==> config.mk <==
export PLATFORM = sky130hd
export DESIGN_NAME = mffd_ctrl
export DESIGN_NICKNAME = d
export VERILOG_FILES = /design/src/rtl/core/mffd_pkg.sv /design/src/rtl/core/mffd_ctrl.sv
export SDC_FILE = /design/constraint.sdc
export NUM_CORES = 1
export LEC_CHECK = 0
export BUFFER_PORTS_ARGS = -buffer_cell sky130_fd_sc_hd__clkbuf_2
export CORE_AREA = 10 10 47 49
export CTS_CLUSTER_SIZE = 24
export DETAILED_ROUTE_END_ITERATION = 16
export DIE_AREA = 0 0 57 59
export GPL_TIMING_DRIVEN = 0
export HOLD_SLACK_MARGIN = 0.08
export PLACE_DENSITY = 0.49
export SYNTH_ARGS = -nofsm -noshare
export SYNTH_HDL_FRONTEND = slang
export SYNTH_SLANG_ARGS = --single-unit
==> constraint.sdc <==
create_clock -name clk -period 0.9 [get_ports clk]
set_input_delay 0.18 -clock clk [delete_from_list [all_inputs] [get_ports clk]]
set_output_delay 0.18 -clock clk [all_outputs]
set_load 0.05 [all_outputs]
==> src/rtl/core/mffd_pkg.sv <==
// ---------------------------------------------------------------------------
// mffd_pkg
// Shared types and constants of the management-frame flood detector.
// ---------------------------------------------------------------------------
package mffd_pkg;

  localparam int RULE_COUNT = 3;

  localparam logic [3:0]  SUBTYPE_DISASSOC = 4'd10;
  localparam logic [3:0]  SUBTYPE_AUTH     = 4'd11;
  localparam logic [3:0]  SUBTYPE_DEAUTH   = 4'd12;
  localparam logic [15:0] MIN_FRAME_LEN    = 16'd24;

  localparam logic [1:0] RULE_DEAUTH   = 2'd0;
  localparam logic [1:0] RULE_DISASSOC = 2'd1;
  localparam logic [1:0] RULE_AUTH     = 2'd2;
  localparam logic [1:0] RULE_NONE     = 2'd3;

  // Register indexes
  localparam logic [2:0] REG_WINDOW    = 3'd0;
  localparam logic [2:0] REG_COOLDOWN  = 3'd1;
  localparam logic [2:0] REG_DEAUTH    = 3'd2;
  localparam logic [2:0] REG_DISASSOC  = 3'd3;
  localparam logic [2:0] REG_AUTH      = 3'd4;

  typedef struct packed {
    logic [3:0]  frame_subtype;
    logic [7:0]  radio_channel;
    logic [47:0] bss_address;
    logic [47:0] source_address;
    logic [31:0] time_ms;
    logic [15:0] frame_length;
  } in_word_t;

  typedef struct packed {
    logic [1:0]  attack_kind;
    logic [31:0] detected_at_ms;
    logic [6:0]  count_in_window;
    logic [7:0]  alert_channel;
    logic [3:0]  alert_subtype;
    logic [47:0] alert_bssid;
    logic [47:0] alert_sender;
  } out_word_t;

  // Controller to datapath commands
  typedef struct packed {
    logic load;       // capture input word, start search
    logic scan;       // examine one entry
    logic claim;      // load entry state on a hit, claim chosen entry on a miss
    logic rd_ring;    // issue ring read of oldest slot
    logic evict;      // check returned oldest slot, drop if aged
    logic append;     // write new time, update entry, compute alert
    logic emit;       // load output register
  } cmd_t;

  // Datapath to controller status
  typedef struct packed {
    logic ignore;     // frame gives no result
    logic scan_done;  // key hit or last entry examined
    logic ring_empty; // ring count is zero
    logic aged;       // oldest slot is out of window
    logic alert;      // alert raised by append
  } status_t;

endpackage

==> src/rtl/core/mffd_ctrl.sv <==
// ---------------------------------------------------------------------------
// mffd_ctrl
// Sequencer: entry search, eviction walk, append and result hand-off.
// ---------------------------------------------------------------------------
module mffd_ctrl (
  input  logic              clk,
  input  logic              rst,
  input  logic              in_valid,
  output logic              in_ready,
  output logic              out_valid,
  input  logic              out_ready,
  output mffd_pkg::cmd_t    cmd,
  input  mffd_pkg::status_t status
);
  import mffd_pkg::*;

  typedef enum logic [2:0] {
    S_IDLE, S_CHECK, S_SCAN, S_CLAIM, S_READ, S_WAIT, S_EVICT, S_APPEND
  } state_t;

  state_t state;
  logic   out_valid_r;
  logic   out_valid_next;

  assign in_ready  = (state == S_IDLE);
  assign out_valid = out_valid_r;

  // Decode commands from state
  always_comb begin
    cmd = '0;
    case (state)
      S_IDLE:   cmd.load = in_valid;
      S_SCAN:   cmd.scan = 1'b1;
      S_CLAIM:  cmd.claim = 1'b1;
      S_READ:   cmd.rd_ring = 1'b1;
      S_EVICT:  cmd.evict = 1'b1;
      S_APPEND: cmd.append = 1'b1;
      default:  cmd = '0;
    endcase
    cmd.emit = (state == S_APPEND) && status.alert;
  end

  // Hold a waiting word, set valid when an alert commits
  always_comb begin
    out_valid_next = out_valid_r && !out_ready;
    if ((state == S_APPEND) && !(out_valid_r && !out_ready) && status.alert) begin
      out_valid_next = 1'b1;
    end
  end

  // Hold state and the output valid flag
  always_ff @(posedge clk) begin
    if (rst) begin
      state       <= S_IDLE;
      out_valid_r <= 1'b0;
    end else begin
      out_valid_r <= out_valid_next;
      case (state)
        S_IDLE: begin
          if (in_valid) state <= S_CHECK;
        end
        S_CHECK: begin
          state <= status.ignore ? S_IDLE : S_SCAN;
        end
        S_SCAN: begin
          if (status.scan_done) state <= S_CLAIM;
        end
        S_CLAIM: begin
          state <= S_READ;
        end
        S_READ: begin
          state <= status.ring_empty ? S_APPEND : S_WAIT;
        end
        S_WAIT: begin
          state <= S_EVICT;
        end
        S_EVICT: begin
          state <= status.aged ? S_READ : S_APPEND;
        end
        S_APPEND: begin
          // wait until the output register is free before committing
          if (!(out_valid_r && !out_ready)) begin
            state <= S_IDLE;
          end
        end
        default: state <= S_IDLE;
      endcase
    end
  end

endmodule

# Word level (Yosys, flattened, before mapping)
# Index checks and enable logic that the tools add are counted.
# classes
n_eq_ne,10
n_mux,14
reduce_logical,8
# ops
operator,count
$pmux W3 S8,1
$eq A3 B3 Y1 const B,4
$mux W3,3
$mux W1,7
$eq A3 B2 Y1 const B,2
$mux W2,3
$ne A2 B2 Y1 const B,3
$logic_and A1 B1 Y1,4
$eq A3 B1 Y1 const B,1
$logic_not A3 Y1,1
$reduce_and A3 Y1,1
$logic_not A1 Y1,2
# totals
in_bits,9
regBits,4
wordCells,34
output_inout_bits,9

# Longest topological paths before layout
# depth
word_depth,6
mapped_depth,5
depth_no_buf,4

# Worst setup path after synthesis
# Ideal clock, no wire load.
# synth_path
path_type,register to output
start,register state[1]
end,output port cmd[6] (netlist bit)
path_slack_ps,-1428
arrival_time_ps,2148
required_ps,720
stages_incl_launch_ff,4
n_path_buf,1
path_cell_list,dfxtp_1 -> buf_4 -> nor3_1 -> and2_1
# synth_rtl
item,line,source
"start, declared",mffd_ctrl.sv:21,state_t state;
"start signal, assigned",mffd_ctrl.sv:63,state <= status.ignore ? S_IDLE : S_SCAN;
"start signal, assigned",mffd_ctrl.sv:72,state <= status.ring_empty ? S_APPEND : S_WAIT;
"start signal, assigned",mffd_ctrl.sv:78,state <= status.aged ? S_READ : S_APPEND;
"end, declared",mffd_ctrl.sv:12,"output mffd_pkg::cmd_t cmd,"

==> impl_metrics.json <==
{
  "r2r_start": "state[1]$_SDFFE_PP0P_",
  "netlist_area_um2": 282.8,
  "hpwlAfterDp_um": 740.2,
  "cts.sinks": 4,
  "cts_tree": "yes",
  "cp_num_buf_inv": 3,
  "nFillCells": 135,
  "crit_type": "reg2out",
  "globalRouteOverflowTotal": 0,
  "dr.pass1.iters": 4,
  "antenna_found_initial": 0,
  "crit_family": "buffers and inverters",
  "vias": 437,
  "hp-class": "in2reg",
  "use_met3_pct": 3.004,
  "ys_warn_count": 0,
  "critical_path.max_stage_delay_ns": 0.32,
  "busiest_layer": "met2",
  "drv_slew": 0,
  "met1_usage_pct": 9.102,
  "crit_path_end_kind": "primary output",
  "syn_area_per_cell_um2": 7.251,
  "dieArea_um2": 3363,
  "finalSetupTns_ns": -4.154,
  "rr_endpoint": "state[0]$_SDFFE_PP0P_",
  "fp.dieW_um": 57,
  "core_area_um2": 1401,
  "synth.distinct_cells": 21,
  "max_slew_margin_pct": 87.51,
  "required_ns": 0.72,
  "worstPathArrival_ns": 1.18,
  "min_period_ns": 1.364,
  "place_inst": 72,
  "io_buffer_count": 17,
  "cp_slowest_cell": "dfxtp_2",
  "grt_util_met2_pct": 14.88,
  "reg2reg_depth": 4,
  "crit_fanout": 8,
  "drt_iter0_drc": 5,
  "max_freq_mhz": 733.0,
  "violations": "setup timing",
  "power.density_nw_per_um2": 998.4,
  "num_antenna_cells": 0,
  "ioPinCount": 18,
  "ys_seq_area_share_pct": 28.32,
  "cts_made_buffers": 3,
  "peakVddDrop_mv": 0.7629,
  "htreeDepth": 1,
  "skew_ns": 0.01263,
  "clockBufferDepth": 2,
  "clk_latency_ns": 0.24,
  "hold_viol_final": 0,
  "min_to": "out_valid$_SDFF_PP0_",
  "power.leakage_nw": 0.4022,
  "wl_per_cell_um": 14.60,
  "fin_crit_sh_pct": 151.6,
  "grt_usage_pct": 8.326,
  "start_kind": "flop",
  "holdPathStages": 2,
  "total_power_w": 0.0008132,
  "final_antenna_net_count": 0,
  "setup_viol": 13,
  "start_util_pct": 20.18,
  "grt_max_degree": 9,
  "syn_nets": 48,
  "r2r_slack_ns": -0.23,
  "root_buffer": "clkbuf_4",
  "hold_start": "rst",
  "setup_slack_ns": -0.4643,
  "totalWireLength_um": 1372,
  "cts_hold_buf": 0,
  "die_h_um": 59,
  "cts.clk_slew.worst_paths_ns": 0.05,
  "layout.cells.non_filler": 94,
  "rsz0062_at_grt": "yes",
  "grt_pass1_wl_um": 2270,
  "tightest_slew_ns": 0.1836,
  "status": "finished with violations",
  "drc": 0,
  "cap_violations": 0,
  "gp_congestion": 0.6661,
  "ys_ff_latch": 4,
  "syn_inst": 39,
  "grt_pass1_vias": 491,
  "nNetsFinal": 88,
  "layout-drive-gt1-share_pct": 80.77,
  "syn2layout_area_growth_pct": 188.1,
  "fp-row-count": 14,
  "via_per_inst": 4.649,
  "cp_cell_sequence": "buf_6 > and3_4 > nand2_4 > clkinvlp_4 > clkbuf_16"
}
==> worst reg2reg max path: cells and delay by family (launching register included) <==
kind | cells | cell delay, ns
buffers and inverters | 2 | 0.25
DFF | 1 | 0.35
AOI/OAI and AO/OA | 1 | 0.35
and+or+nand+nor | 1 | 0.06
==> synthesized netlist by cell type (all sizes together) <==
master | instances | area share [%]
a21oi | 4 | 8.4
nor3b | 1 | 2.7
inv | 3 | 4.0
dfxtp | 4 | 28
nor2 | 3 | 4.0
or3 | 1 | 2.2
o21ai | 3 | 5.3
nand2 | 5 | 6.6
mux2i | 1 | 3.5
a32o | 1 | 3.5
and2 | 2 | 4.4
o22ai | 1 | 2.2
and4 | 1 | 3.1
o311a | 1 | 3.5
buf | 3 | 8.0
and3 | 1 | 2.2
nor3 | 2 | 3.5
nand2b | 1 | 2.2
nor2b | 1 | 2.2
==> per-stage QoR <==
stage	setup slack (ns)	hold slack (ns)	util (%)	area, µm²
final	-0.4643	0.1658	58.13	814.5
after global routing	-0.5115	0.1720	58.13	814.5
after CTS	-0.4615	0.1654	53.66	752.0
after detailed placement	-0.3975	0.4230	32.14	450.4
after global placement	-0.4025	0.4095	32.14	450.4
after floorplan	-0.5690	0.2394	-	345.3
==> sequential cells by signal, summed over array words and instances, names as in the netlist <==
| name | cells |
|---|---|
| out_valid | 1 |
| state | 3 |
==> cells by family (layout without fill, tap and decap cells) <==
group / Yosys count / in the layout / synth area share, %
AO/OA/AOI/OAI: 10 / 10 / 23.01
multiplexers: 1 / 1 / 3.540
buffers and inverters: 6 / 45 / 11.95
AND/OR/NAND/NOR: 18 / 18 / 33.19
flip-flops: 4 / 4 / 28.32
==> per-layer routing <==
| metal | part of all wire, % | routed length (µm) | vias to the layer above |
|---|---|---|---|
| met5 | 0 | 0 | - |
| met4 | 0 | 0 | 0 |
| met3 | 5.2 | 72 | 0 |
| met2 | 58 | 789 | 17 |
| met1 | 37 | 509 | 207 |
| li1 | - | - | 213 |
==> where the power goes <==
group | switching (W) | leakage, nW | internal, W
sequential | 0.0000120 | 0.0349 | 0.000185
clock | 0.0000786 | 0.0150 | 0.000167
combinational | 0.000168 | 0.352 | 0.000203
==> how the worst max path moves through the flow <==
stage / start / to / slack [ns] / cells after the start
detailed placement: state[2]$_SDFFE_PP0P_ / cmd[0] / -0.40 / 5
global route: state[1]$_SDFFE_PP0P_ / cmd[6] / -0.51 / 4
global placement: state[2]$_SDFFE_PP0P_ / cmd[0] / -0.40 / 5
floorplan: state[0]$_SDFFE_PP0P_ / cmd[6] / -0.57 / 3
finish: state[2]$_SDFFE_PP0P_ / cmd[0] / -0.46 / 5
CTS: state[1]$_SDFFE_PP0P_ / cmd[6] / -0.46 / 4
==> layout make-up <==
cell class / count / area [µm²] / area share [%]
multi-input combinational: 29 / 257.7 / 31.64
tap: 16 / 20.02 / 2.458
sequential: 4 / 90.09 / 11.06
clock buffer: 4 / 26.28 / 3.226
buffer: 3 / 37.54 / 4.608
inverter: 3 / 15.01 / 1.843
timing repair buffer: 35 / 367.9 / 45.16
==> cell usage in the layout (no fill, tap or decap), types with 2 or more instances in the layout <==
cell and instances:
nand2_1 2, buf_6 5, and2_4 2, buf_4 14, clkbuf_4 3, a21oi_2 3
nor2_4 2, buf_8 4, inv_1 2, nand2_4 3, dfxtp_4 2, clkbuf_16 5
clkbuf_2 8, dfxtp_2 2
==> timing repair <==
item                                    4_1_cts  5_1_grt
endpoints found under the setup margin       13       13
gates resized for setup                      35       11
gates cloned                                  1        0
setup buffers                                13        5
pin swaps                                    10        6
Note: power is estimated with default switching activity, not from simulation.
